`src/rtl/utf8sd_pkg.sv`:
```
package utf8sd_pkg;

	localparam int CP_W        = 21;
	localparam int LEN_W       = 3;
	localparam int WIN_DEPTH   = 4;
	localparam int WIN_CNT_W   = 3;
	localparam int IN_DEPTH_DEF  = 2;
	localparam int OUT_DEPTH_DEF = 4;

	localparam logic [CP_W-1:0] REPL_RESET  = 21'h00fffd;
	localparam logic [CP_W-1:0] MIN_TWO     = 21'h000080;
	localparam logic [CP_W-1:0] MIN_THREE   = 21'h000800;
	localparam logic [CP_W-1:0] MIN_FOUR    = 21'h010000;
	localparam logic [CP_W-1:0] MAX_FOUR    = 21'h10ffff;
	localparam logic [CP_W-1:0] SURR_LO     = 21'h00d800;
	localparam logic [CP_W-1:0] SURR_HI     = 21'h00dfff;
	localparam logic [CP_W-1:0] NONCHAR_LO  = 21'h00fffe;
	localparam logic [CP_W-1:0] NONCHAR_HI  = 21'h00ffff;

	// byte as it leaves the front: raw value, end flag, lead length (0 = not a lead)
	typedef struct packed {
		logic [7:0]       data;
		logic             eot;
		logic [LEN_W-1:0] len;
	} in_item_t;

	typedef struct packed {
		logic [7:0]       data;
		logic [LEN_W-1:0] len;
	} win_ent_t;

	typedef struct packed {
		logic [CP_W-1:0]  cp;
		logic             repl;
		logic [LEN_W-1:0] cnt;
		logic             last;
	} res_t;

	typedef enum logic [1:0] {
		OP_IDLE,
		OP_REPLAY,
		OP_TRUNC,
		OP_TAKE
	} op_t;

	function automatic logic [LEN_W-1:0] lead_length(input logic [7:0] b);
		logic [LEN_W-1:0] len;
		len = '0;
		priority if (b == 8'h00)
			len = 3'd0;
		else if (b[7] == 1'b0)
			len = 3'd1;
		else if (b[7:6] == 2'b10)
			len = 3'd0;
		else if (b[7:5] == 3'b110)
			len = 3'd2;
		else if (b[7:4] == 4'b1110)
			len = 3'd3;
		else if (b[7:3] == 5'b11110)
			len = 3'd4;
		else
			len = 3'd0;
		return len;
	endfunction

endpackage

```
`src/rtl/utf8sd_fifo.sv`:
```
module utf8sd_fifo #(
	parameter int WIDTH = 8,
	parameter int DEPTH = 2
) (
	input  logic             clk,
	input  logic             arst_n,
	input  logic             wr_en,
	input  logic [WIDTH-1:0] wr_data,
	output logic             full,
	input  logic             rd_en,
	output logic [WIDTH-1:0] rd_data,
	output logic             empty
);

	localparam int PTR_W = (DEPTH > 1) ? $clog2(DEPTH) : 1;
	localparam int CNT_W = $clog2(DEPTH + 1);

	logic [WIDTH-1:0] mem_q [DEPTH];
	logic [PTR_W-1:0] wr_ptr_q, rd_ptr_q;
	logic [CNT_W-1:0] cnt_q;
	logic             do_wr, do_rd;

	assign full    = (cnt_q == CNT_W'(DEPTH));
	assign empty   = (cnt_q == '0);
	assign do_wr   = wr_en && !full;
	assign do_rd   = rd_en && !empty;
	assign rd_data = mem_q[rd_ptr_q];

	always_ff @(posedge clk) begin
		if (do_wr) begin
			mem_q[wr_ptr_q] <= wr_data;
		end
	end

	always_ff @(posedge clk or negedge arst_n) begin
		if (!arst_n) begin
			wr_ptr_q <= '0;
			rd_ptr_q <= '0;
			cnt_q    <= '0;
		end else begin
			if (do_wr) begin
				wr_ptr_q <= (wr_ptr_q == PTR_W'(DEPTH - 1)) ? '0 : wr_ptr_q + 1'b1;
			end
			if (do_rd) begin
				rd_ptr_q <= (rd_ptr_q == PTR_W'(DEPTH - 1)) ? '0 : rd_ptr_q + 1'b1;
			end
			unique case ({do_wr, do_rd})
				2'b10: cnt_q <= cnt_q + 1'b1;
				2'b01: cnt_q <= cnt_q - 1'b1;
				default: cnt_q <= cnt_q;
			endcase
		end
	end

endmodule

```
`src/rtl/utf8sd_front.sv`:
```
module utf8sd_front import utf8sd_pkg::*; #(
	parameter int IN_DEPTH = IN_DEPTH_DEF
) (
	input  logic       clk,
	input  logic       arst_n,
	input  logic       push,
	input  logic [7:0] in_byte,
	input  logic       end_of_text,
	output logic       full,
	output in_item_t   item,
	output logic       item_valid,
	input  logic       item_pop
);

	in_item_t                     cls;
	logic [$bits(in_item_t)-1:0]  rd_raw;
	logic                         q_empty;

	// lead length is worked out once here; the back keeps it next to the byte
	always_comb begin
		cls.data = in_byte;
		cls.eot  = end_of_text;
		cls.len  = lead_length(in_byte);
	end

	utf8sd_fifo #(
		.WIDTH($bits(in_item_t)),
		.DEPTH(IN_DEPTH)
	) u_in_q (
		.clk     (clk),
		.arst_n  (arst_n),
		.wr_en   (push),
		.wr_data (cls),
		.full    (full),
		.rd_en   (item_pop),
		.rd_data (rd_raw),
		.empty   (q_empty)
	);

	assign item       = in_item_t'(rd_raw);
	assign item_valid = !q_empty;

endmodule

```
`src/rtl/utf8sd_back.sv`:
```
module utf8sd_back import utf8sd_pkg::*; #(
	parameter int OUT_DEPTH = OUT_DEPTH_DEF
) (
	input  logic            clk,
	input  logic            arst_n,
	input  in_item_t        item,
	input  logic            item_valid,
	output logic            item_pop,
	input  logic            cfg_we,
	input  logic [CP_W-1:0] cfg_wdata,
	output res_t            res,
	output logic            res_empty,
	input  logic            res_pop
);

	// window: held bytes of the open sequence, then bytes waiting for replay
	win_ent_t               win_q [WIN_DEPTH];
	logic [WIN_CNT_W-1:0]   win_n_q;
	logic [1:0]             held_q;
	logic [LEN_W-1:0]       exp_q;
	logic                   skip_q;
	logic                   fin_q;
	logic [CP_W-1:0]        repl_q;

	res_t                   hold_q;
	logic                   hold_v_q;
	logic                   hold_done_q;

	op_t                    op;
	logic                   take, stall, go;
	win_ent_t               v [WIN_DEPTH];
	win_ent_t               win_nx [WIN_DEPTH];
	win_ent_t               cur;
	logic [WIN_CNT_W-1:0]   n_all, n_nx;
	logic [1:0]             held_nx;
	logic [LEN_W-1:0]       exp_nx;
	logic                   skip_nx, fin_nx;
	logic [2:0]             shift;
	logic                   r_v, step_end;
	res_t                   r;
	logic [5:0]             b1, b2, b3;
	logic [CP_W-1:0]        dec_cp;
	logic                   dec_ok;
	logic                   push, out_full;
	res_t                   push_data;

	always_comb begin
		priority if (win_n_q != {1'b0, held_q})
			op = OP_REPLAY;
		else if (fin_q)
			op = OP_TRUNC;
		else if (item_valid)
			op = OP_TAKE;
		else
			op = OP_IDLE;
	end

	assign stall    = hold_v_q && out_full;
	assign go       = !stall && (op != OP_IDLE);
	assign take     = (op == OP_TAKE);
	assign item_pop = go && take;

	always_comb begin
		for (int i = 0; i < WIN_DEPTH; i++) begin
			if (take && win_n_q == WIN_CNT_W'(i)) begin
				v[i].data = item.data;
				v[i].len  = item.len;
			end else begin
				v[i] = win_q[i];
			end
		end
	end

	assign n_all = win_n_q + WIN_CNT_W'(take);
	assign cur   = v[held_q];

	// value of the completed sequence, length taken from exp_q
	always_comb begin
		b1 = v[1].data[5:0];
		b2 = v[2].data[5:0];
		b3 = v[3].data[5:0];
		dec_cp = '0;
		dec_ok = 1'b0;
		unique case (exp_q)
			3'd2: begin
				dec_cp = {10'b0, v[0].data[4:0], b1};
				dec_ok = (dec_cp >= MIN_TWO);
			end
			3'd3: begin
				dec_cp = {5'b0, v[0].data[3:0], b1, b2};
				dec_ok = (dec_cp >= MIN_THREE)
					&& !(dec_cp >= SURR_LO && dec_cp <= SURR_HI)
					&& (dec_cp != NONCHAR_LO) && (dec_cp != NONCHAR_HI);
			end
			3'd4: begin
				dec_cp = {v[0].data[2:0], b1, b2, b3};
				dec_ok = (dec_cp >= MIN_FOUR) && (dec_cp <= MAX_FOUR);
			end
			default: begin
				dec_cp = '0;
				dec_ok = 1'b0;
			end
		endcase
	end

	always_comb begin
		logic [2:0] idx;
		held_nx = held_q;
		exp_nx  = exp_q;
		skip_nx = skip_q;
		shift   = '0;
		r_v     = 1'b0;
		r.cp    = repl_q;
		r.repl  = 1'b1;
		r.cnt   = '0;
		r.last  = 1'b0;
		fin_nx  = take ? item.eot : fin_q;

		if (op == OP_TRUNC) begin
			r_v     = 1'b1;
			skip_nx = 1'b1;
			shift   = 3'd1;
			held_nx = '0;
			exp_nx  = '0;
		end else if (held_q == '0) begin
			if (cur.len == '0) begin
				r_v     = !skip_q;
				skip_nx = 1'b1;
				shift   = 3'd1;
			end else begin
				skip_nx = 1'b0;
				if (cur.len == 3'd1) begin
					r_v    = 1'b1;
					r.cp   = {13'b0, cur.data};
					r.repl = 1'b0;
					r.cnt  = 3'd1;
					shift  = 3'd1;
					exp_nx = '0;
				end else begin
					exp_nx  = cur.len;
					held_nx = 2'd1;
				end
			end
		end else if ({1'b0, held_q} + 3'd1 == exp_q) begin
			r_v     = 1'b1;
			held_nx = '0;
			exp_nx  = '0;
			if (dec_ok) begin
				r.cp   = dec_cp;
				r.repl = 1'b0;
				r.cnt  = exp_q;
				shift  = exp_q;
			end else begin
				skip_nx = 1'b1;
				shift   = 3'd1;
			end
		end else begin
			held_nx = held_q + 2'd1;
		end

		n_nx = n_all - shift;
		for (int i = 0; i < WIN_DEPTH; i++) begin
			idx = 3'(i) + shift;
			win_nx[i] = (idx < 3'(WIN_DEPTH)) ? v[idx[1:0]] : v[i];
		end

		// text finished and nothing left open: start the next text clean
		if (fin_nx && n_nx == '0 && held_nx == '0) begin
			fin_nx  = 1'b0;
			skip_nx = 1'b0;
			exp_nx  = '0;
		end
		step_end = (n_nx == {1'b0, held_nx}) && !(fin_nx && held_nx != '0);
	end

	always_ff @(posedge clk) begin
		if (go) begin
			for (int i = 0; i < WIN_DEPTH; i++) begin
				win_q[i] <= win_nx[i];
			end
		end
		if (go && r_v) begin
			hold_q <= r;
		end
	end

	always_ff @(posedge clk or negedge arst_n) begin
		if (!arst_n) begin
			win_n_q <= '0;
			held_q  <= '0;
			exp_q   <= '0;
			skip_q  <= 1'b0;
			fin_q   <= 1'b0;
			repl_q  <= REPL_RESET;
		end else begin
			if (go) begin
				win_n_q <= n_nx;
				held_q  <= held_nx;
				exp_q   <= exp_nx;
				skip_q  <= skip_nx;
				fin_q   <= fin_nx;
			end
			if (cfg_we) begin
				repl_q <= cfg_wdata;
			end
		end
	end

	// newest result waits in hold until we know whether it closes its byte's run
	assign push = !stall && hold_v_q && ((go && r_v) || hold_done_q);

	always_comb begin
		push_data      = hold_q;
		push_data.last = hold_done_q;
	end

	always_ff @(posedge clk or negedge arst_n) begin
		if (!arst_n) begin
			hold_v_q    <= 1'b0;
			hold_done_q <= 1'b0;
		end else if (!stall) begin
			if (go && r_v) begin
				hold_v_q    <= 1'b1;
				hold_done_q <= step_end;
			end else if (push) begin
				hold_v_q    <= 1'b0;
				hold_done_q <= 1'b0;
			end else if (go && step_end) begin
				hold_done_q <= hold_v_q;
			end
		end
	end

	utf8sd_fifo #(
		.WIDTH($bits(res_t)),
		.DEPTH(OUT_DEPTH)
	) u_out_q (
		.clk     (clk),
		.arst_n  (arst_n),
		.wr_en   (push),
		.wr_data (push_data),
		.full    (out_full),
		.rd_en   (res_pop),
		.rd_data (res),
		.empty   (res_empty)
	);

	a_win_bound: assert property (@(posedge clk) disable iff (!arst_n)
		win_n_q <= WIN_CNT_W'(WIN_DEPTH))
		else $error("window count beyond depth");

	a_held_in_win: assert property (@(posedge clk) disable iff (!arst_n)
		{1'b0, held_q} <= win_n_q)
		else $error("held bytes exceed window fill");

	a_held_open: assert property (@(posedge clk) disable iff (!arst_n)
		held_q != '0 |-> exp_q > {1'b0, held_q})
		else $error("held bytes without an open sequence");

	a_push_room: assert property (@(posedge clk) disable iff (!arst_n)
		push |-> !out_full)
		else $error("result transfer into a full queue");

endmodule

```
`src/rtl/utf8_stream_decoder.sv`:
```
// Streaming UTF-8 decoder.
// Input side is a queue: drive in_byte/end_of_text with push; a transfer
// happens on a clock edge with push high and full low. end_of_text marks the
// last byte of a text; after it the decoder starts the next text clean.
// Result side is a queue too: while empty is low the oldest result sits on
// code_point/is_replacement/byte_count/last_of_run and pop takes it.
// last_of_run flags the final result caused by one input byte; a byte may
// cause no result (it opens or continues a sequence) or up to four.
// cfg_we/cfg_wdata write the replacement code; write it only while idle.
// A one-byte character passes through the input queue, the decode
// sequencer, the hold register and the result queue to the result ports.
// Throughput: the decode sequencer handles one byte per cycle while it is
// neither stalled nor replaying; a failed sequence makes it replay the
// trailing bytes before it takes more input, and a sequence cut short at
// end of text adds a truncation step each time.
// If pop stays low the result queue fills, the sequencer stalls, and the
// input queue then raises full. Reset empties both queues, drops any open
// sequence and restores the replacement code to FFFD.
module utf8_stream_decoder import utf8sd_pkg::*; #(
	parameter int IN_DEPTH  = IN_DEPTH_DEF,
	parameter int OUT_DEPTH = OUT_DEPTH_DEF
) (
	input  logic             clk,
	input  logic             arst_n,
	input  logic             push,
	output logic             full,
	input  logic [7:0]       in_byte,
	input  logic             end_of_text,
	output logic             empty,
	input  logic             pop,
	output logic [CP_W-1:0]  code_point,
	output logic             is_replacement,
	output logic [LEN_W-1:0] byte_count,
	output logic             last_of_run,
	input  logic             cfg_we,
	input  logic [CP_W-1:0]  cfg_wdata
);

	in_item_t item;
	logic     item_valid, item_pop;
	res_t     res;

	utf8sd_front #(
		.IN_DEPTH(IN_DEPTH)
	) u_front (
		.clk         (clk),
		.arst_n      (arst_n),
		.push        (push),
		.in_byte     (in_byte),
		.end_of_text (end_of_text),
		.full        (full),
		.item        (item),
		.item_valid  (item_valid),
		.item_pop    (item_pop)
	);

	utf8sd_back #(
		.OUT_DEPTH(OUT_DEPTH)
	) u_back (
		.clk        (clk),
		.arst_n     (arst_n),
		.item       (item),
		.item_valid (item_valid),
		.item_pop   (item_pop),
		.cfg_we     (cfg_we),
		.cfg_wdata  (cfg_wdata),
		.res        (res),
		.res_empty  (empty),
		.res_pop    (pop)
	);

	assign code_point     = res.cp;
	assign is_replacement = res.repl;
	assign byte_count     = res.cnt;
	assign last_of_run    = res.last;

endmodule
```
`config.mk`:
```
export PLATFORM = sky130hd
export DESIGN_NAME = utf8_stream_decoder
export DESIGN_NICKNAME = d
export VERILOG_FILES = /design/src/rtl/utf8sd_pkg.sv /design/src/rtl/utf8sd_fifo.sv /design/src/rtl/utf8sd_front.sv /design/src/rtl/utf8sd_back.sv /design/src/rtl/utf8_stream_decoder.sv
export SDC_FILE = /design/constraint.sdc
export NUM_CORES = 1
export LEC_CHECK = 0
export ABC_AREA = 1
export ABC_CLOCK_PERIOD_IN_PS = 6700
export BUFFER_PORTS_ARGS = -buffer_cell sky130_fd_sc_hd__buf_2
export CAP_MARGIN = 20
export CORE_AREA = 2 2 227 229
export CTS_CLUSTER_SIZE = 24
export DETAILED_ROUTE_END_ITERATION = 8
export DIE_AREA = 0 0 229 231
export PLACE_DENSITY = 0.42
export SLEW_MARGIN = 10
export SYNTH_ARGS = -nofsm -noshare
export SYNTH_HDL_FRONTEND = slang
export SYNTH_SLANG_ARGS = --single-unit
```
`constraint.sdc`:
```
create_clock -name clk -period 6.7 [get_ports clk]
set_clock_uncertainty 0.05 [all_clocks]
set_input_delay 0.67 -clock clk [delete_from_list [all_inputs] [get_ports clk]]
set_output_delay 0.67 -clock clk [all_outputs]
set_load 0.05 [all_outputs]
```
; ---- After elaboration in Yosys (flattened, before gate mapping)
; Memory sizes are Yosys's and may differ from the RTL's.
; Cells that the tools add are included.
; W data, S select, Z words.
[word_totals]
mem_count = 3
romBits = 0
register_bits = 69
mem_bits_rw = 172
latchBits = 0
[classes]
div_mod_pow = 0
n_reduce_logical = 52
n_addsub = 15
n_eq_ne = 28
mul = 0
muxes = 87
bitwise_logic = 6
n_lt_le_gt_ge = 15
shifts = 0
[mem_list]
columns = memory, words, width, read_ports, rd_ports_with_merged_regs, write_ports, line
row1 = u_back.u_out_q.mem_q, 4, 26, 1, 0, 1, utf8sd_fifo.sv:18  ; logic [WIDTH-1:0] mem_q [DEPTH];
row2 = u_back.win_q, 4, 11, 4, 0, 4, utf8sd_back.sv:17  ; win_ent_t win_q [WIN_DEPTH];
row3 = u_front.u_in_q.mem_q, 2, 12, 1, 0, 1, utf8sd_fifo.sv:18
[op_table]
columns = cell, n
row1 = $mux W11, 18
row2 = $mux W25, 6
row3 = $bmux W11 S2, 5
row4 = $pmux W21 S3, 1
row5 = $mux W3, 17
row6 = $ne A16 B16 Y1 const B, 2
row7 = $mux W1, 27
row8 = $logic_and A1 B1 Y1, 24
row9 = $ge A21 B17 Y1 const B, 1
row10 = $le A21 B21 Y1 const B, 1
row11 = $mux W2, 10
row12 = $eq A2 B2 Y1 const B, 8
row13 = $ge A16 B12 Y1 const B, 1
row14 = $ge A16 B16 Y1 const B, 1
row15 = $le A16 B16 Y1 const B, 1
row16 = $ge A3 B3 Y1 const B, 5
row17 = $not A2 Y3, 5
row18 = $eq A3 B2 Y1 const B, 4
row19 = $logic_not A3 Y1, 4
row20 = $lt A3 B3 Y1 const B, 4
row21 = $ge A11 B8 Y1 const B, 1
row22 = $reduce_bool A2 Y1, 5
row23 = $eq A3 B3 Y1 const B, 3
row24 = $add A2 B1 Y2 const B, 4
row25 = other kinds (30), 45

; ---- Longest topological paths before layout
; Gate-level depths: netlist of run 1.
[depth]
word_depth = 30
depth_mapped = 35
mapped_depth_nobuf = 32

; ---- By module
; Synthesis of run 1 repeated with hierarchy kept, for this count alone.
[unflattened]
cells_unflattened = 1449
hier_area_um2 = 13136.3
[modules_own_cells]
columns = mod, cells_per_inst, seq_area_each_um2, area_per_inst_um2, n_inst
row1 = utf8sd_back, 973, 2916.5, 7250.7, 1
row2 = utf8sd_fifo at u_back.u_out_q, 364, 3298.2, 4705.8, 1
row3 = utf8sd_fifo at u_front.u_in_q, 95, 820.8, 1112.3, 1
row4 = utf8sd_front, 17, 0.0, 67.6, 1

; ---- Worst setup path after synthesis of run 1
; No wires, ideal clock.
[synth_timing]
path_type = reg2reg
from = register u_back.held_q[1]
to = register u_back.skip_q
setup_ns = 0.127
period_less_slack_ns = 4.117
arrival_ns = 3.940
slack_ns = 2.583
path_stages_with_launch = 33
t_required_ns = 6.523
cell_sequence = dfrtp_1 buf_2 inv_2 nand2_1 nand2_1 nor2_4 nand3_2 buf_6 nand2_2 o21ai_1 nor2_1 nand2_1 o21ai_1 nor2_2 nand2_2 inv_2 nor2_2 inv_2 nor3_4 buf_2 inv_1 ha_1 inv_1 fa_1 inv_1 xor2_1 inv_1 nand4_1 nand3_1 o21ai_0 nand2_1 nand2_1 nand2_1
[synth_via]
elab_chain_len = 22
[synth_rtl]
columns = element, line
row1 = "start, declared", utf8sd_back.sv:19  ; logic [1:0] held_q;
row2 = "start signal, assigned", utf8sd_back.sv:198  ; held_q <= held_nx;
row3 = $ne A3 B2 Y1, utf8sd_back.sv:48  ; priority if (win_n_q != {1'b0, held_q})
row4 = $mux W2, utf8sd_back.sv:48
row5 = $eq A2 B2 Y1, utf8sd_back.sv:60  ; assign take = (op == OP_TAKE);
row6 = $logic_and A1 B1 Y1, utf8sd_back.sv:65  ; if (take && win_n_q == WIN_CNT_W'(i)) begin
row7 = $mux W11, utf8sd_back.sv:65
row8 = $ge A16 B16 Y1 or $le A16 B16 Y1 (tied branches), utf8sd_back.sv:92  ; && !(dec_cp >= SURR_LO && dec_cp <= SURR_HI)
row9 = $logic_and A1 B1 Y1, utf8sd_back.sv:92
row10 = $logic_not A1 Y1, utf8sd_back.sv:92
row11 = [... 5 more ...], -
row12 = $mux W3, utf8sd_back.sv:144  ; end else if ({1'b0, held_q} + 3'd1 == exp_q) begin
row13 = $mux W3, utf8sd_back.sv:125  ; end else if (held_q == '0) begin
row14 = $mux W3, utf8sd_back.sv:119  ; if (op == OP_TRUNC) begin
row15 = $sub A3 B3 Y3, utf8sd_back.sv:161  ; n_nx = n_all - shift;
row16 = $logic_not A3 Y1, utf8sd_back.sv:168  ; if (fin_nx && n_nx == '0 && held_nx == '0) begin
row17 = $logic_and A1 B1 Y1 (2 in a row), utf8sd_back.sv:168
row18 = $ne A4 B4 Y1 (no line) or $reduce_bool A4 Y1 (tied branches), -
row19 = $reduce_and A3 Y1 (no line), -
row20 = "end signal, assigned", utf8sd_back.sv:200  ; skip_q <= skip_nx;
row21 = "end, declared", utf8sd_back.sv:21  ; logic skip_q;
; Parallel ways exist; a longest one is shown, timed or not. The select of a mux whose other input is x is not followed.
; A chain may end at the register's enable or synchronous reset.

==> results of run 1 <==
[worst reg2reg max path: cells and delay by family (launching register included)]
kind,cells,cell delay [ns]
simple gates,12,1.78
compound gates,4,0.64
fa+ha+maj,1,0.31
buf+inv,6,1.55
flops,1,0.50
[through the flow]
step / utilization / cells / hold WS (ns) / instance area [um^2]
6_report: 0.2840 / 2077 / 0.1372 / 14390
5_1_grt: 0.2840 / 2077 / 0.1803 / 14390
4_1_cts: 0.2832 / 2074 / 0.1510 / 14350
3_5_place_dp: 0.2649 / 2021 / 0.4235 / 13420
3_3_place_gp: 0.2649 / 2021 / 0.4189 / 13420
2_1_floorplan: - / 1329 / 0.3244 / 12430
[worst max path at each step]
stage                       startpoint                  to  slack (ns)  cells past startpoint
2_1_floorplan         u_back.held_q[1]       u_back.skip_q        2.58                     32
4_1_cts        u_front.u_in_q.cnt_q[0]  u_back.win_q[3][7]        1.56                     18
3_5_place_dp   u_front.u_in_q.cnt_q[0]  u_back.win_q[3][7]        1.59                     18
5_1_grt        u_front.u_in_q.cnt_q[0]     u_back.exp_q[2]        1.17                     25
3_3_place_gp   u_front.u_in_q.cnt_q[0]  u_back.win_q[3][7]        1.61                     18
6_report              u_back.held_q[0]  u_back.win_q[3][7]        1.56                     23
[routing by layer]
metal,vias up,routed length [um],global-route usage
met5,-,0,0
met2,214,16850,0.2245
met1,4565,16690,0.1836
met3,51,1719,0.02112
met4,0,845,0.03673
li1,4756,-,-
[kinds of logic (layout without fill, tap and decap cells)]
kind of cell,after synthesis,count (layout)
AOI/OAI and AO/OA,376,376
xor gates and xnor gates,13,13
adders and majority gates,16,16
buffers and inverters,213,281
DFF,241,241
muxes,4,4
and+or+nand+nor,466,466
[sequential cells by signal (all words and copies together), names as in the netlist, 2 cells and up]
name                     cells
u_back.repl_q               21
u_front.u_in_q.mem_q        24
u_back.hold_q               25
u_back.exp_q                 3
u_back.u_out_q.wr_ptr_q      2
u_back.win_n_q               3
u_back.u_out_q.rd_ptr_q      2
u_back.u_out_q.mem_q       104
u_back.u_out_q.cnt_q         3
u_back.win_q                44
u_front.u_in_q.cnt_q         2
u_back.held_q                2
[layout make-up]
cell class                      count  share of cell area
Tap cell                          680             0.05911
Timing Repair Buffer               82             0.03338
Clock buffer                       35             0.05198
Multi-Input combinational cell    875              0.3162
Inverter                          146             0.03807
Sequential cell                   241              0.4888
Clock inverter                     18             0.01243
[layout by cell type, fill, tap and decap left out, types with 4 or more instances in the layout]
master | netlist | layout
a21oi_1 | 32 | 32
a22oi_1 | 7 | 7
buf_2 | 22 | 62
buf_4 | 4 | 19
clkbuf_1 | 38 | 6
clkbuf_16 | 0 | 29
clkinv_1 | 3 | 9
clkinv_2 | 0 | 6
dfrtp_1 | 29 | 29
dfstp_2 | 15 | 15
edfxtp_1 | 197 | 197
ha_1 | 14 | 14
inv_1 | 134 | 133
inv_2 | 9 | 10
nand2_1 | 270 | 270
nand2_2 | 5 | 5
nand3_1 | 49 | 49
nand4_1 | 14 | 14
nor2_1 | 89 | 85
nor2_2 | 4 | 8
nor2_4 | 4 | 4
nor3_1 | 18 | 18
o211ai_1 | 58 | 58
o21ai_0 | 154 | 154
o21ai_1 | 61 | 61
o22ai_1 | 53 | 53
xnor2_1 | 6 | 6
xor2_1 | 7 | 7
==> results.cfg, run 1 <==
[detailed_routing]
ant_nets = 0
finalWirelength_um = 36110
vias = 9586
via_per_inst = 4.615
initialDrtViolationCount = 671
wire_per_inst_um = 17.38
drc_errors = 0
dr.pass1.iters = 5

[setup_path]
cp_common_cell = nand2_1
r2r_cells = 23
crit_chain = inv_1, nand2_1, nand3_1, nor2_4, nand3_2, buf_4, nand2_1, o21ai_2, nor2_1, nand2_1, o21ai_1, nor2_2, nand2_2, inv_2, nor2_2, inv_2, nor3_4, buf_4, ha_1, inv_1, o211ai_1, nand3_1, o21ai_1
required_ns = 6.93
arrival_ns = 5.37
startpoint_type = flip-flop
cp_top_family = simple AND/OR/NAND/NOR gates
cp-end-kind = flip-flop
crit_type = reg2reg
rr_startpoint = u_back.held_q[0]
cp_num_buf_inv = 6
crit_path_max_fanout = 23
slowest_stage = inv_1
r2r_slack_ns = 1.56
r2r-end = u_back.win_q[3][7]
max_stage_delay_ns = 0.65

[timing]
fmaxAchievable_mhz = 194.6
finalSetupViolations = 0
fin_ws_ns = 1.561
final-hold-violation-count = 0
drv_slew = 0
tns_ns = 0
period_minus_slack_ns = 5.139
max_slew_margin = 0.3121
post-route-period-util = 0.7670
worst_pin_slew_ns = 1.032
rsz0062_at_grt = no

[synthesis]
avgSynthCellArea_um2 = 9.356
synth_seq_cells = 241
async_reset_ff_frac = 0.1826
synth_area_leaders = edfxtp_1 (48%), nand2_1 (8.2%), o21ai_0 (6.2%)
netlist_area_um2 = 12430
yosysMostFrequentCell = nand2_1
netlist_instances = 1329
synth_warnings = 0
synthDistinctLibCells = 44
synth_compound_area_frac = 0.1737
synthTopCellsByCount = nand2_1 (270), edfxtp_1 (197), o21ai_0 (154)
synthAdderAreaFrac = 0.01731
synth_edf_count = 197
yosys.area.top_type = edfxtp_1
ys_seq_area_frac = 0.5658
synth.net_count = 1380
synth_top_family_by_area = compound AO/OA/AOI/OAI gates
synth-main-ff-cell = edfxtp_1
synth_top_area_frac = 0.4757
synth_mux_area_frac = 0.003421
synthSimpleGateAreaFrac = 0.1611
synth-xor-area-share = 0.009157

[placement]
post-place-ws_ns = 1.592
dp_hpwl_um = 23950
gp_congestion = 0.8382
io_buffers = 62

[clock_tree]
cts_resized = 0
cts.sinks = 241
ctsHoldBuffers = 0
ctsRootBufferMaster = clkbuf_16
cts_tree = yes
numCtsBuffers = 29
clkTransAtPathRegs_ns = 0.06
postCtsSetupBuffers = 0
clkLatencyLatePin_ns = 0.58
clockBufferDepth = 3
cts_max_level = 1

[global_route]
grt_max_degree = 111
antenna_found_initial = 0
grt_first_pass_wirelength_um = 56360
grt_pass1_vias = 9379
grt_use_total = 0.1355
grt_overflow = 0

[floorplan]
dieArea_um2 = 52900
ios = 63
fp.dieW_um = 229
fp-row-count = 83
die_h_um = 231
start_util = 0.2454
coreArea_um2 = 50680

[finish]
drive_gt1_frac = 0.1296
synthToLayoutAreaGrowth_pct = 15.76
n_antenna_cell = 0
fillers = 5426
num-nets-final = 1426
multiInputGateArea_um2 = 4552
regArea_um2 = 7036

[hold_path]
hold_class = in2async

[run]
cap_viol_max_count = 0

[outcome]
outcome = complete, no violations
Power of run 1 is left out: the tool's default activity adds up to more than one toggle a clock period on the data nets, which glitch-free logic cannot reach.
==> run 2, diff against run 1 <==
--- a/config.mk
+++ b/config.mk
@@ -6,14 +6,14 @@
 export NUM_CORES = 1
 export LEC_CHECK = 0
 export ABC_AREA = 1
-export ABC_CLOCK_PERIOD_IN_PS = 6700
+export ABC_CLOCK_PERIOD_IN_PS = 4200
 export BUFFER_PORTS_ARGS = -buffer_cell sky130_fd_sc_hd__buf_2
 export CAP_MARGIN = 20
 export CORE_AREA = 2 2 227 229
 export CTS_CLUSTER_SIZE = 24
 export DETAILED_ROUTE_END_ITERATION = 8
 export DIE_AREA = 0 0 229 231
-export PLACE_DENSITY = 0.42
+export PLACE_DENSITY = 0.43
 export SLEW_MARGIN = 10
 export SYNTH_ARGS = -nofsm -noshare
 export SYNTH_HDL_FRONTEND = slang
==> constraint.sdc (replaced) <==
create_clock -name clk -period 4.2 [get_ports clk]
set_clock_uncertainty 0.05 [all_clocks]
set_input_delay 0.42 -clock clk [delete_from_list [all_inputs] [get_ports clk]]
set_output_delay 0.42 -clock clk [all_outputs]
set_load 0.05 [all_outputs]
==> run 2 against run 1 <==
Effect of this change:
- wire length rose by 2.4%
- first-iteration DRC count increased by 1.9%
- register-to-register slack got worse by 1.4 ns
- final cell count grew 4.3%
- utilization is 1.9 points higher
- flip-flop and latch count unchanged
- count of clock-buffer cells in the layout rose by 7
- worst setup slack worse by 1.4 ns
- critical path type unchanged
- largest cell class unchanged
- highest routed layer unchanged
==> results.cfg, run 2 (synthesized netlist as in run 1, its figures left out) <==
[outcome]
outcome = complete, no violations

[hold_path]
hold_class = in2reg
holdCritStartpoint = cfg_wdata[13]
worstHoldEndpoint = u_back.repl_q[13]
hold_path_depth = 3

[timing]
rsz0062_at_grt = yes
fmaxAchievable_mhz = 248.1
period_minus_slack_ns = 4.031
max_slew_margin = 0.4158
drv_slew = 0
finalSetupViolations = 0
post-route-period-util = 0.9598
final-hold-violation-count = 0
worst_pin_slew_ns = 0.8753

[detailed_routing]
vias = 9937
wire_per_inst_um = 17.07
drc_errors = 0
initialDrtViolationCount = 684
finalWirelength_um = 36970
ant_nets = 0
dr.pass1.iters = 5
via_per_inst = 4.588

[setup_path]
cp-end-kind = flip-flop
crit_path_max_fanout = 6
required_ns = 4.61
r2r_slack_ns = 0.17
rr_startpoint = u_back.win_n_q[2]
crit_type = reg2reg
startpoint_type = flip-flop
arrival_ns = 4.44
r2r_cells = 27
r2r-end = u_back.exp_q[0]

[clock_tree]
cts_max_level = 1
cts_tree = yes
clockBufferDepth = 3
clkTransAtPathRegs_ns = 0.06
cts.sinks = 241
numCtsBuffers = 29
ctsRootBufferMaster = clkbuf_16
clkLatencyLatePin_ns = 0.57

[finish]
regArea_um2 = 7043
layout_commonest_cell = nand2_1
final_cell_mix = nand2_1 (264), edfxtp_1 (197), o21ai_0 (151)
final_cells = 2166
reg.largest.list = u_back.u_out_q.mem_q (104), u_back.win_q (44), u_back.hold_q (25)
num-nets-final = 1514
largest-register = u_back.u_out_q.mem_q
drive_gt1_frac = 0.2005
largest_reg_flops = 104
synthToLayoutAreaGrowth_pct = 23.47
fillers = 5404
multiInputGateArea_um2 = 4736
n_antenna_cell = 0

[run]
cap_viol_max_count = 0

[floorplan]
fp.dieW_um = 229
coreArea_um2 = 50680
ios = 63
fp-row-count = 83
dieArea_um2 = 52900
die_h_um = 231
start_util = 0.2454

[placement]
gp_congestion = 0.8488
dpl.cell_count = 2088
dp_hpwl_um = 25190
io_buffers = 62

[global_route]
grt_pass1_vias = 9413
antenna_found_initial = 0
grt_overflow = 0
grt_max_degree = 61
grt_first_pass_wirelength_um = 56340
grt_use_total = 0.1365
[run 2: cell count changes in the layout (fill, tap and decap cells not counted), moves of 6 or more]
cell / before / now
buf_12: 0 / 7
buf_4: 19 / 90
dfrtp_1: 29 / 23
dfrtp_2: 0 / 6
nand2_1: 270 / 264
nor2_1: 85 / 77
[run 2: what timing repair did]
| item | in CTS | in global routing |
|---|---|---|
| pin swaps | 0 | 22 |
| cloned | 0 | 2 |
| setup endpoints to repair | 1 | 35 |
| hold buffers | 5 | 0 |
| endpoints found under the hold margin | 19 | 0 |
| buffers inserted | 0 | 14 |
| gates resized for setup | 1 | 57 |
[run 2: routing by layer]
metal  up-vias  GRT usage  part of all wire
met1      4753     0.1836              0.46
met4         0    0.03693             0.024
li1       4931          -                 -
met3        55    0.02112             0.041
met5         -          0                 0
met2       198     0.2282              0.47
[run 2: layout make-up]
cell class	count	share of cell area
inverter	146	0.03586
clock inverter	12	0.005134
timing repair buffer	170	0.08386
multi-input combinational	875	0.3085
tap	680	0.05542
clock buffer	42	0.05249
sequential	241	0.4588
[run 2: critical path, stage by stage, from the launching register on]
cell     delay [ns]
dfrtp_2        0.46
inv_2          0.09
nand3_2        0.10
nor2_4         0.24
nand3_4        0.15
buf_12         0.17
nand2_2        0.07
o21ai_4        0.09
nor2_2         0.14
nand2_1        0.08
o21ai_2        0.14
nor2_2         0.07
nand2_2        0.07
inv_2          0.04
nor2_4         0.10
inv_2          0.06
nor3_4         0.18
inv_2          0.08
ha_4           0.26
inv_2          0.03
fa_2           0.53
nand3_2        0.08
nor2_2         0.12
nand3_2        0.15
o21ai_4        0.11
nand2_2        0.08
nand2_1        0.10
nand2_1        0.05
[run 2: metrics by stage]
stage	hold slack [ns]	instance area, um^2	setup WS, ns	utilization	setup TNS (ns)
2_1_floorplan	0.07441	12430	0.08300	-	0
3_3_place_gp	0.2754	14010	0.08913	0.2765	0
3_5_place_dp	0.2784	14010	0.02670	0.2765	0
4_1_cts	0.0003975	14950	0.004657	0.2950	0
5_1_grt	0.01299	15350	-0.08198	0.3029	-0.3457
6_report	0.01995	15350	0.1689	0.3029	0
[run 2: worst max-delay path by stage]
stage                                  from              end  slack [ns]
after floorplan            u_back.held_q[1]    u_back.skip_q        0.08
final                     u_back.win_n_q[2]  u_back.exp_q[0]        0.17
after global placement    u_back.win_n_q[1]  u_back.exp_q[2]        0.09
after CTS                 u_back.win_n_q[1]  u_back.exp_q[0]       0.005
after global routing      u_back.win_n_q[2]  u_back.exp_q[0]       -0.08
after detailed placement  u_back.win_n_q[0]  u_back.exp_q[0]        0.03
Power of run 2 is left out for the same reason.
